**src/hw/rtl/ctc_pkg.sv**
```systemverilog
// ----------------------------------------------------------------------------
// ctc_pkg: shared types and constants of the calendar tick counter
// Sub-step scaling, run limits, register reset values and the radix bundle.
// ----------------------------------------------------------------------------
package ctc_pkg;

    // Sub-steps that make one whole step
    localparam int SUBSTEP_SCALE = 100;
    // Cap on steps taken for one input word
    localparam int MAX_STEPS     = 64;

    localparam int ELAPSED_W   = 13;
    localparam int TOTAL_W     = ELAPSED_W + 1;
    localparam int ACC_W       = 7;
    localparam int STEP_CNT_W  = 7;
    localparam int RADIX_W     = 8;
    localparam int YEAR_W      = 16;
    localparam int MINUTE_W    = 6;
    localparam int MIN_PER_HR  = 60;

    // Depth of the run queue between front and back
    localparam int QUEUE_DEPTH_DEFAULT = 4;

    localparam logic [RADIX_W-1:0] STEP_RADIX_RST  = 8'd48;
    localparam logic [RADIX_W-1:0] HOUR_RADIX_RST  = 8'd24;
    localparam logic [RADIX_W-1:0] DAY_RADIX_RST   = 8'd30;
    localparam logic [RADIX_W-1:0] MONTH_RADIX_RST = 8'd12;

    // Radix set handed from the register bank to the back end
    typedef struct packed {
        logic [RADIX_W-1:0] step_radix;
        logic [RADIX_W-1:0] hour_radix;
        logic [RADIX_W-1:0] day_radix;
        logic [RADIX_W-1:0] month_radix;
    } cfg_t;

endpackage

```
**src/hw/rtl/ctc_queue.sv**
```systemverilog
// ----------------------------------------------------------------------------
// ctc_queue: small register queue
// Holds step counts of pending runs between the front and the back end.
// DEPTH must be 2 or more.
// ----------------------------------------------------------------------------
module ctc_queue
    import ctc_pkg::*;
#(
    parameter int WIDTH = STEP_CNT_W,
    parameter int DEPTH = QUEUE_DEPTH_DEFAULT
)
(
    input  logic             clk,
    input  logic             rst_n,
    input  logic             wr_en,
    input  logic [WIDTH-1:0] wr_data,
    output logic             q_full,
    input  logic             rd_en,
    output logic [WIDTH-1:0] rd_data,
    output logic             q_empty
);

    localparam int PTR_W = $clog2(DEPTH);
    localparam int CNT_W = $clog2(DEPTH + 1);

    logic [WIDTH-1:0] mem_reg [DEPTH];
    logic [PTR_W-1:0] wr_ptr_reg, wr_ptr_next;
    logic [PTR_W-1:0] rd_ptr_reg, rd_ptr_next;
    logic [CNT_W-1:0] count_reg, count_next;
    logic             do_wr, do_rd;

    assign q_full  = (count_reg == CNT_W'(DEPTH));
    assign q_empty = (count_reg == '0);
    assign rd_data = mem_reg[rd_ptr_reg];
    assign do_wr   = wr_en && !q_full;
    assign do_rd   = rd_en && !q_empty;

    // Advance pointers and occupancy
    always_comb
    begin
        wr_ptr_next = wr_ptr_reg;
        rd_ptr_next = rd_ptr_reg;
        count_next  = count_reg;
        if (do_wr)
        begin
            wr_ptr_next = (wr_ptr_reg == PTR_W'(DEPTH - 1)) ? '0 : wr_ptr_reg + 1'b1;
        end
        if (do_rd)
        begin
            rd_ptr_next = (rd_ptr_reg == PTR_W'(DEPTH - 1)) ? '0 : rd_ptr_reg + 1'b1;
        end
        if (do_wr && !do_rd)
        begin
            count_next = count_reg + 1'b1;
        end
        else if (do_rd && !do_wr)
        begin
            count_next = count_reg - 1'b1;
        end
    end

    always_ff @(posedge clk or negedge rst_n)
    begin
        if (!rst_n)
        begin
            wr_ptr_reg <= '0;
            rd_ptr_reg <= '0;
            count_reg  <= '0;
        end
        else
        begin
            wr_ptr_reg <= wr_ptr_next;
            rd_ptr_reg <= rd_ptr_next;
            count_reg  <= count_next;
        end
    end

    // Store the incoming word
    always_ff @(posedge clk)
    begin
        if (do_wr)
        begin
            mem_reg[wr_ptr_reg] <= wr_data;
        end
    end

endmodule

```
**src/hw/rtl/ctc_front.sv**
```systemverilog
// ----------------------------------------------------------------------------
// ctc_front: sub-step accumulation and step count
// Adds each input word to the sub-step accumulator, splits the sum into
// whole steps and remainder with a reciprocal multiply followed by a
// multiply-subtract, caps the run and queues the step count.
// ----------------------------------------------------------------------------
module ctc_front
    import ctc_pkg::*;
(
    input  logic                  clk,
    input  logic                  rst_n,
    input  logic                  push,
    output logic                  full,
    input  logic [ELAPSED_W-1:0]  elapsed_substeps,
    output logic                  run_push,
    output logic [STEP_CNT_W-1:0] run_steps,
    input  logic                  run_full
);

    localparam logic [1:0] F_IDLE = 2'd0;
    localparam logic [1:0] F_DIV  = 2'd1;
    localparam logic [1:0] F_REM  = 2'd2;
    localparam logic [1:0] F_DONE = 2'd3;

    // Rounded-up reciprocal of the step size; exact for every reachable sum
    localparam int RECIP_SHIFT = 20;
    localparam int RECIP_MULT  = ((1 << RECIP_SHIFT) + SUBSTEP_SCALE - 1) / SUBSTEP_SCALE;
    localparam int PROD_W      = TOTAL_W + RECIP_SHIFT + 1;

    logic [1:0]         state_reg, state_next;
    logic [ACC_W-1:0]   acc_reg, acc_next;
    logic [TOTAL_W-1:0] dvd_reg, dvd_next;
    logic [TOTAL_W-1:0] quot_reg, quot_next;
    logic [ACC_W-1:0]   rem_reg, rem_next;
    logic [TOTAL_W-1:0] total;
    logic [PROD_W-1:0]  prod;
    logic [TOTAL_W-1:0] rem_full;

    assign full     = (state_reg != F_IDLE);
    assign total    = {1'b0, elapsed_substeps} + TOTAL_W'(acc_reg);
    assign prod     = PROD_W'(dvd_reg) * PROD_W'(RECIP_MULT);
    assign rem_full = dvd_reg - quot_reg * TOTAL_W'(SUBSTEP_SCALE);

    // Cap the run length
    assign run_steps = (quot_reg > TOTAL_W'(MAX_STEPS)) ? STEP_CNT_W'(MAX_STEPS)
                                                       : quot_reg[STEP_CNT_W-1:0];
    assign run_push  = (state_reg == F_DONE) && (run_steps != '0);

    always_comb
    begin
        state_next = state_reg;
        acc_next   = acc_reg;
        dvd_next   = dvd_reg;
        quot_next  = quot_reg;
        rem_next   = rem_reg;
        unique case (state_reg)
            F_IDLE:
            begin
                // Take the word and hold the sum
                if (push)
                begin
                    dvd_next   = total;
                    state_next = F_DIV;
                end
            end
            F_DIV:
            begin
                // Whole steps by reciprocal multiplication
                quot_next  = prod[RECIP_SHIFT +: TOTAL_W];
                state_next = F_REM;
            end
            F_REM:
            begin
                // Sub-steps left below one step
                rem_next   = rem_full[ACC_W-1:0];
                state_next = F_DONE;
            end
            F_DONE:
            begin
                // Hold until the queue has room, keep the remainder
                if ((run_steps == '0) || !run_full)
                begin
                    acc_next   = rem_reg;
                    state_next = F_IDLE;
                end
            end
            default:
            begin
                state_next = F_IDLE;
            end
        endcase
    end

    always_ff @(posedge clk or negedge rst_n)
    begin
        if (!rst_n)
        begin
            state_reg <= F_IDLE;
            acc_reg   <= '0;
        end
        else
        begin
            state_reg <= state_next;
            acc_reg   <= acc_next;
        end
    end

    always_ff @(posedge clk)
    begin
        dvd_reg  <= dvd_next;
        quot_reg <= quot_next;
        rem_reg  <= rem_next;
    end

endmodule

```
**src/hw/rtl/ctc_back.sv**
```systemverilog
// ----------------------------------------------------------------------------
// ctc_back: calendar counters and result register
// Takes one queued run, advances the calendar step by step, works out the
// minute with a shift-subtract divider and hands each result to the output.
// ----------------------------------------------------------------------------
module ctc_back
    import ctc_pkg::*;
(
    input  logic                  clk,
    input  logic                  rst_n,
    input  cfg_t                  cfg,
    input  logic                  run_empty,
    input  logic [STEP_CNT_W-1:0] run_steps,
    output logic                  run_pop,
    output logic                  empty,
    input  logic                  pop,
    output logic [MINUTE_W-1:0]   minute,
    output logic [RADIX_W-1:0]    hour,
    output logic [RADIX_W-1:0]    day,
    output logic [RADIX_W-1:0]    month,
    output logic [YEAR_W-1:0]     year,
    output logic                  hour_tick,
    output logic                  day_tick,
    output logic                  year_tick,
    output logic                  last_of_run
);

    localparam logic [1:0] B_IDLE = 2'd0;
    localparam logic [1:0] B_STEP = 2'd1;
    localparam logic [1:0] B_DIV  = 2'd2;
    localparam logic [1:0] B_OUT  = 2'd3;

    localparam int PROD_W  = RADIX_W + MINUTE_W;
    localparam int QBIT_W  = $clog2(MINUTE_W);

    logic [1:0]            state_reg, state_next;
    logic [STEP_CNT_W-1:0] left_reg, left_next;
    logic [RADIX_W-1:0]    sih_reg, sih_next;
    logic [RADIX_W-1:0]    hr_reg, hr_next;
    logic [RADIX_W-1:0]    dy_reg, dy_next;
    logic [RADIX_W-1:0]    mo_reg, mo_next;
    logic [YEAR_W-1:0]     yr_reg, yr_next;
    logic                  ht_reg, ht_next;
    logic                  dt_reg, dt_next;
    logic                  yt_reg, yt_next;
    logic [PROD_W-1:0]     drem_reg, drem_next;
    logic [MINUTE_W-1:0]   dq_reg, dq_next;
    logic [QBIT_W-1:0]     dbit_reg, dbit_next;

    logic                  out_valid_reg, out_valid_next;
    logic [MINUTE_W-1:0]   o_min_reg;
    logic [RADIX_W-1:0]    o_hr_reg, o_dy_reg, o_mo_reg;
    logic [YEAR_W-1:0]     o_yr_reg;
    logic                  o_ht_reg, o_dt_reg, o_yt_reg, o_last_reg;
    logic                  out_load;

    logic [RADIX_W:0]      sih_inc, hr_inc, dy_inc, mo_inc;
    logic                  h_roll, d_roll, m_roll, y_roll;
    logic [RADIX_W-1:0]    sih_new;
    logic [PROD_W-1:0]     dvsr;
    logic                  dfits;
    logic [MINUTE_W-1:0]   minute_val;

    assign empty       = !out_valid_reg;
    assign minute      = o_min_reg;
    assign hour        = o_hr_reg;
    assign day         = o_dy_reg;
    assign month       = o_mo_reg;
    assign year        = o_yr_reg;
    assign hour_tick   = o_ht_reg;
    assign day_tick    = o_dt_reg;
    assign year_tick   = o_yt_reg;
    assign last_of_run = o_last_reg;

    assign run_pop = (state_reg == B_IDLE) && !run_empty;

    // Cascade of rollovers for one step
    assign sih_inc = {1'b0, sih_reg} + 1'b1;
    assign hr_inc  = {1'b0, hr_reg} + 1'b1;
    assign dy_inc  = {1'b0, dy_reg} + 1'b1;
    assign mo_inc  = {1'b0, mo_reg} + 1'b1;
    assign h_roll  = (sih_inc >= {1'b0, cfg.step_radix});
    assign d_roll  = h_roll && (hr_inc >= {1'b0, cfg.hour_radix});
    assign m_roll  = d_roll && (dy_inc >= {1'b0, cfg.day_radix});
    assign y_roll  = m_roll && (mo_inc >= {1'b0, cfg.month_radix});
    assign sih_new = h_roll ? '0 : sih_inc[RADIX_W-1:0];

    // Minute divider: trial subtract of the radix shifted to the current bit
    assign dvsr  = PROD_W'(cfg.step_radix) << dbit_reg;
    assign dfits = (drem_reg >= dvsr);

    // A zero radix reads as one: the minute is then zero
    assign minute_val = (cfg.step_radix == '0) ? '0 : dq_reg;

    assign out_load = (state_reg == B_OUT) && (!out_valid_reg || pop);

    always_comb
    begin
        state_next = state_reg;
        left_next  = left_reg;
        sih_next   = sih_reg;
        hr_next    = hr_reg;
        dy_next    = dy_reg;
        mo_next    = mo_reg;
        yr_next    = yr_reg;
        ht_next    = ht_reg;
        dt_next    = dt_reg;
        yt_next    = yt_reg;
        drem_next  = drem_reg;
        dq_next    = dq_reg;
        dbit_next  = dbit_reg;
        unique case (state_reg)
            B_IDLE:
            begin
                // Take the next run
                if (!run_empty)
                begin
                    left_next  = run_steps;
                    state_next = B_STEP;
                end
            end
            B_STEP:
            begin
                // Advance the calendar by one step
                sih_next = sih_new;
                if (h_roll)
                begin
                    hr_next = d_roll ? '0 : hr_inc[RADIX_W-1:0];
                end
                if (d_roll)
                begin
                    dy_next = m_roll ? '0 : dy_inc[RADIX_W-1:0];
                end
                if (m_roll)
                begin
                    mo_next = y_roll ? '0 : mo_inc[RADIX_W-1:0];
                end
                if (y_roll)
                begin
                    yr_next = yr_reg + 1'b1;
                end
                ht_next    = h_roll;
                dt_next    = d_roll;
                yt_next    = y_roll;
                drem_next  = PROD_W'(sih_new) * PROD_W'(MIN_PER_HR);
                dq_next    = '0;
                dbit_next  = QBIT_W'(MINUTE_W - 1);
                state_next = B_DIV;
            end
            B_DIV:
            begin
                // One minute bit per cycle, most significant first
                dq_next = {dq_reg[MINUTE_W-2:0], dfits};
                if (dfits)
                begin
                    drem_next = drem_reg - dvsr;
                end
                dbit_next = dbit_reg - 1'b1;
                if (dbit_reg == '0)
                begin
                    state_next = B_OUT;
                end
            end
            B_OUT:
            begin
                // Hand over the result once the output slot is free
                if (out_load)
                begin
                    left_next  = left_reg - 1'b1;
                    state_next = (left_reg == STEP_CNT_W'(1)) ? B_IDLE : B_STEP;
                end
            end
            default:
            begin
                state_next = B_IDLE;
            end
        endcase
    end

    always_comb
    begin
        out_valid_next = out_valid_reg;
        if (out_load)
        begin
            out_valid_next = 1'b1;
        end
        else if (pop)
        begin
            out_valid_next = 1'b0;
        end
    end

    always_ff @(posedge clk or negedge rst_n)
    begin
        if (!rst_n)
        begin
            state_reg     <= B_IDLE;
            left_reg      <= '0;
            sih_reg       <= '0;
            hr_reg        <= '0;
            dy_reg        <= '0;
            mo_reg        <= '0;
            yr_reg        <= '0;
            out_valid_reg <= 1'b0;
        end
        else
        begin
            state_reg     <= state_next;
            left_reg      <= left_next;
            sih_reg       <= sih_next;
            hr_reg        <= hr_next;
            dy_reg        <= dy_next;
            mo_reg        <= mo_next;
            yr_reg        <= yr_next;
            out_valid_reg <= out_valid_next;
        end
    end

    always_ff @(posedge clk)
    begin
        ht_reg   <= ht_next;
        dt_reg   <= dt_next;
        yt_reg   <= yt_next;
        drem_reg <= drem_next;
        dq_reg   <= dq_next;
        dbit_reg <= dbit_next;
    end

    // Capture the result word
    always_ff @(posedge clk)
    begin
        if (out_load)
        begin
            o_min_reg  <= minute_val;
            o_hr_reg   <= hr_reg;
            o_dy_reg   <= dy_reg;
            o_mo_reg   <= mo_reg;
            o_yr_reg   <= yr_reg;
            o_ht_reg   <= ht_reg;
            o_dt_reg   <= dt_reg;
            o_yt_reg   <= yt_reg;
            o_last_reg <= (left_reg == STEP_CNT_W'(1));
        end
    end

endmodule

```
**src/hw/rtl/calendar_tick_counter.sv**
```systemverilog
// ----------------------------------------------------------------------------
// calendar_tick_counter: step counter with hour, day, month and year rollover
// Input words carry elapsed sub-steps; one result word per step, 64 at most.
//
// Input side: push/full. A word is taken when push is high and full low.
// The front adds it to the sub-step accumulator, finds the whole steps by a
// reciprocal multiply and the remainder by a multiply-subtract in the next
// cycle; full stays high until the step count is queued, which waits while
// the queue of runs is full, so the front takes no new word before it is
// done with the last. Result side: empty/pop. The oldest result sits on the
// ports while empty is low and leaves when pop is high. Each step in the
// back end is a calendar update, the minute divider (most significant bit
// first) and a hand-over to the result register. A queue of step counts
// sits between front and back, so the front keeps taking words while
// earlier runs are played out. When pop stays low the back end holds its
// finished result and stops; the front then stops once the queue fills.
// Reset clears all counters and the accumulator and loads the radix
// registers with 48 steps per hour, 24 hours, 30 days and 12 months.
// Radix writes (cfg_we, cfg_index, cfg_data) take effect at once.
// ----------------------------------------------------------------------------
module calendar_tick_counter
    import ctc_pkg::*;
#(
    parameter int QUEUE_DEPTH = QUEUE_DEPTH_DEFAULT
)
(
    input  logic                 clk,
    input  logic                 rst_n,
    input  logic                 push,
    output logic                 full,
    input  logic [ELAPSED_W-1:0] elapsed_substeps,
    output logic                 empty,
    input  logic                 pop,
    output logic [MINUTE_W-1:0]  minute,
    output logic [RADIX_W-1:0]   hour,
    output logic [RADIX_W-1:0]   day,
    output logic [RADIX_W-1:0]   month,
    output logic [YEAR_W-1:0]    year,
    output logic                 hour_tick,
    output logic                 day_tick,
    output logic                 year_tick,
    output logic                 last_of_run,
    input  logic                 cfg_we,
    input  logic [1:0]           cfg_index,
    input  logic [RADIX_W-1:0]   cfg_data
);

    localparam logic [1:0] REG_STEP_RADIX  = 2'd0;
    localparam logic [1:0] REG_HOUR_RADIX  = 2'd1;
    localparam logic [1:0] REG_DAY_RADIX   = 2'd2;
    localparam logic [1:0] REG_MONTH_RADIX = 2'd3;

    cfg_t                  cfg_reg;
    logic                  run_push;
    logic [STEP_CNT_W-1:0] run_steps_in;
    logic                  run_full;
    logic                  run_pop;
    logic [STEP_CNT_W-1:0] run_steps_out;
    logic                  run_empty;

    // Radix register bank
    always_ff @(posedge clk or negedge rst_n)
    begin
        if (!rst_n)
        begin
            cfg_reg.step_radix  <= STEP_RADIX_RST;
            cfg_reg.hour_radix  <= HOUR_RADIX_RST;
            cfg_reg.day_radix   <= DAY_RADIX_RST;
            cfg_reg.month_radix <= MONTH_RADIX_RST;
        end
        else if (cfg_we)
        begin
            unique case (cfg_index)
                REG_STEP_RADIX:  cfg_reg.step_radix  <= cfg_data;
                REG_HOUR_RADIX:  cfg_reg.hour_radix  <= cfg_data;
                REG_DAY_RADIX:   cfg_reg.day_radix   <= cfg_data;
                REG_MONTH_RADIX: cfg_reg.month_radix <= cfg_data;
                default:
                begin
                    cfg_reg <= cfg_reg;
                end
            endcase
        end
    end

    ctc_front u_front
    (
        .clk              (clk),
        .rst_n            (rst_n),
        .push             (push),
        .full             (full),
        .elapsed_substeps (elapsed_substeps),
        .run_push         (run_push),
        .run_steps        (run_steps_in),
        .run_full         (run_full)
    );

    ctc_queue #(
        .WIDTH (STEP_CNT_W),
        .DEPTH (QUEUE_DEPTH)
    ) u_queue
    (
        .clk     (clk),
        .rst_n   (rst_n),
        .wr_en   (run_push),
        .wr_data (run_steps_in),
        .q_full  (run_full),
        .rd_en   (run_pop),
        .rd_data (run_steps_out),
        .q_empty (run_empty)
    );

    ctc_back u_back
    (
        .clk         (clk),
        .rst_n       (rst_n),
        .cfg         (cfg_reg),
        .run_empty   (run_empty),
        .run_steps   (run_steps_out),
        .run_pop     (run_pop),
        .empty       (empty),
        .pop         (pop),
        .minute      (minute),
        .hour        (hour),
        .day         (day),
        .month       (month),
        .year        (year),
        .hour_tick   (hour_tick),
        .day_tick    (day_tick),
        .year_tick   (year_tick),
        .last_of_run (last_of_run)
    );

endmodule
```
**config.mk**
```make
export PLATFORM = sky130hd
export DESIGN_NAME = calendar_tick_counter
export DESIGN_NICKNAME = d
export VERILOG_FILES = /design/src/hw/rtl/ctc_pkg.sv /design/src/hw/rtl/ctc_queue.sv /design/src/hw/rtl/ctc_front.sv /design/src/hw/rtl/ctc_back.sv /design/src/hw/rtl/calendar_tick_counter.sv
export SDC_FILE = /design/constraint.sdc
export NUM_CORES = 1
export LEC_CHECK = 0
export ABC_CLOCK_PERIOD_IN_PS = 10660
export BUFFER_PORTS_ARGS = -buffer_cell sky130_fd_sc_hd__buf_2
export CAP_MARGIN = 20
export CORE_AREA = 2 2 207 168
export DETAILED_ROUTE_END_ITERATION = 16
export DIE_AREA = 0 0 209 170
export PLACE_DENSITY = 0.67
export RECOVER_POWER = 50
export SLEW_MARGIN = 5
export SYNTH_ARGS = -nofsm -noshare
export SYNTH_HDL_FRONTEND = slang
export SYNTH_SLANG_ARGS = --single-unit
```
**constraint.sdc**
```tcl
create_clock -name clk -period 10.66 [get_ports clk]
set_clock_uncertainty 0.1 [all_clocks]
set_input_delay 0.533 -clock clk [delete_from_list [all_inputs] [get_ports clk]]
set_output_delay 0.533 -clock clk [all_outputs]
set_load 0.02 [all_outputs]
```
==> flow_summary.json <==
{
  "post-cts-setup-buffer-count": 0,
  "synthArstFlopShare": 0.4435,
  "ctsLongestPathBuffers": 3,
  "fmax_ghz": 0.1684,
  "holdPathEnd": "u_back.out_valid_reg$_DFFE_PN0P_",
  "ys.flop_type": "edfxtp_1",
  "min-delay-path-class": "in2reg",
  "rsz0062_at_grt": "no",
  "final_hold_viol_count": 0,
  "final_cell_mix": "inv_1, ha_1, edfxtp_1",
  "worstPathArrival_ns": 6.20,
  "postSynthAreaPerCell_sq_um": 11.15,
  "worst_pin_slew_ns": 3.456,
  "vias": 10712,
  "hpwlAfterDp_microns": 24940,
  "critPathLaunchType": "flop",
  "holdPathStages": 2,
  "synth_cell_types": 72,
  "initial_core_util": 0.4871,
  "synth_area_sq_mm": 0.01627,
  "wire_per_inst_microns": 16.24,
  "routed_wl_microns": 32570,
  "final_common_cell": "inv_1",
  "largest_register_ffs": 32,
  "cts.sinks": 239,
  "cts_buffers": 26,
  "hp-start": "pop",
  "fin_nets": 1852,
  "avgViaCountPerCell": 5.343,
  "worstSkewPairLatency_ns": 0.53,
  "cap_viol_max_count": 2,
  "final_core_util": 0.5391,
  "synth_edf_count": 133,
  "violations": "max-capacitance violations, max-slew violations",
  "track_usage": 0.1894,
  "antenna_found_initial": 2,
  "area_growth_pct": 10.67,
  "htreeDepth": 1,
  "status": "finished, violations left",
  "dr.pass1.iters": 7,
  "synth_warnings": 0,
  "ioPinCount": 80,
  "drive_gt1_frac": 0.1001,
  "drtIter0Drc": 626,
  "dieWidth_microns": 209,
  "drtAntennaViolNets": 0,
  "cp_data_required_time_ns": 10.92,
  "drv_slew": 109,
  "critPathKind": "reg2reg",
  "die_y_microns": 170,
  "rows": 60,
  "core-area_sq_mm": 0.03341,
  "path_clk_slew_ns": 0.06,
  "rrSetupSlack_ns": 4.72,
  "drc": 0,
  "netlist_instances": 1459,
  "cp-end-kind": "flop",
  "r2r_cells": 23,
  "min_period_over_period": 0.5572,
  "worstPathMaxFanout": 18,
  "finalSetupViolations": 0,
  "ys_ff_latch": 239,
  "ys_seq_area_frac": 0.4092,
  "slew_headroom": -1.304,
  "worst_r2r_endpoint": "u_back.drem_reg[12]$_DFFE_PP_",
  "grt_pass1_wl_microns": 54700,
  "ctsHoldBuffers": 1,
  "grt_pass1_vias": 10749,
  "die-area_sq_mm": 0.03553,
  "cts_resized": 0,
  "finalCriticalPeriod_ns": 5.940,
  "syn-num-nets": 1762,
  "grt_overflow": 0,
  "setup_tns_ns": 0,
  "io_buffers": 79,
  "root_buffer": "clkbuf_16",
  "routabilityCongestion": 0.8659,
  "cts_tree": "built",
  "r2r-start": "u_back.sih_reg[0]$_DFFE_PN0P_",
  "grt_max_degree": 65
}
-- critical path: stages, from the launching register on --
cell,delay [ns]
dfrtp_1,0.45
ha_1,0.22
nand3_1,0.11
nor2_1,0.18
xnor2_1,0.17
inv_1,0.07
ha_1,0.30
a21oi_1,0.15
a21boi_0,0.10
a311o_1,0.38
nor2_1,0.21
buf_4,0.26
and2_1,0.35
fa_1,0.47
inv_1,0.08
fa_1,0.42
inv_1,0.07
ha_1,0.26
nor2b_1,0.15
o21ai_0,0.23
a21oi_1,0.14
o41ai_1,0.31
mux2_2,0.39
nor3b_1,0.22
-- cells by family after synthesis --
group                    synth area share
adder cells (fa/ha/maj)            0.2483
multiplexers                      0.05459
AO/OA/AOI/OAI                     0.08289
buffers and inverters             0.05567
XOR/XNOR                          0.04198
flip-flops                         0.4092
AND/OR/NAND/NOR                    0.1073
-- per-stage QoR --
step | std cells | setup WS (ns) | hold slack [ns] | area (sq um)
2_1_floorplan | 1459 | 5.318 | 0.1374 | 16270
3_3_place_gp | 1954 | 4.921 | 0.3092 | 17170
3_5_place_dp | 1954 | 4.696 | 0.3242 | 17170
4_1_cts | 2003 | 4.689 | 0.09617 | 18090
5_1_grt | 2005 | 3.671 | 0.1238 | 18010
6_report | 2005 | 4.720 | 0.1061 | 18010
-- final cells by class --
type	instances	area, sq um
Tap cell	434	543.0
Clock buffer	31	710.7
Timing Repair Buffer	88	386.6
Fill cell	2868	15400
Multi-Input combinational cell	984	8720
Inverter	210	788.3
Sequential cell	239	6659
Clock inverter	17	197.7
Antenna cell	2	5.005
-- synthesized netlist by cell type, types with 21 or more instances --
cell type | instances | area [sq um]
inv_1 | 208 | 780.8
xor2_1 | 33 | 289.0
ha_1 | 195 | 2440
and2_1 | 26 | 162.7
xnor2_1 | 45 | 394.1
o21ai_0 | 58 | 290.3
nand3_1 | 40 | 200.2
nor2_1 | 69 | 259.0
mux2_2 | 44 | 495.5
a21oi_1 | 48 | 240.2
nand2_1 | 89 | 334.1
mux2i_1 | 22 | 220.2
fa_1 | 80 | 1602
nor3_1 | 21 | 105.1
dfrtp_1 | 96 | 2402
edfxtp_1 | 133 | 3994
-- worst max path at each step --
| stage | from | endpoint | slack, ns | cells after the start |
|---|---|---|---|---|
| final | u_back.sih_reg[0]$_DFFE_PN0P_ | u_back.drem_reg[12]$_DFFE_PP_ | 4.72 | 23 |
| after global routing | rst_n | u_back.dy_reg[2]$_DFFE_PN0P_ | 3.67 | 3 |
| after CTS | u_back.sih_reg[0]$_DFFE_PN0P_ | u_back.drem_reg[12]$_DFFE_PP_ | 4.69 | 23 |
| after detailed placement | u_back.sih_reg[0]$_DFFE_PN0P_ | u_back.drem_reg[12]$_DFFE_PP_ | 4.70 | 23 |
| after global placement | u_back.sih_reg[0]$_DFFE_PN0P_ | u_back.drem_reg[12]$_DFFE_PP_ | 4.92 | 23 |
| after floorplan | u_back.sih_reg[0]$_DFFE_PN0P_ | u_back.drem_reg[12]$_DFFE_PP_ | 5.32 | 23 |
-- metal layers --
metal  share of wire  vias to the layer above  track usage
met5               0                        -            0
met4           0.018                        0      0.04534
met3           0.034                       40      0.02178
met2            0.46                      195       0.3125
met1            0.49                     5216       0.2692
li1                -                     5261            -
Power is not shown: default switching activity piles up to over one toggle a cycle in this logic, so the estimate is an artifact.
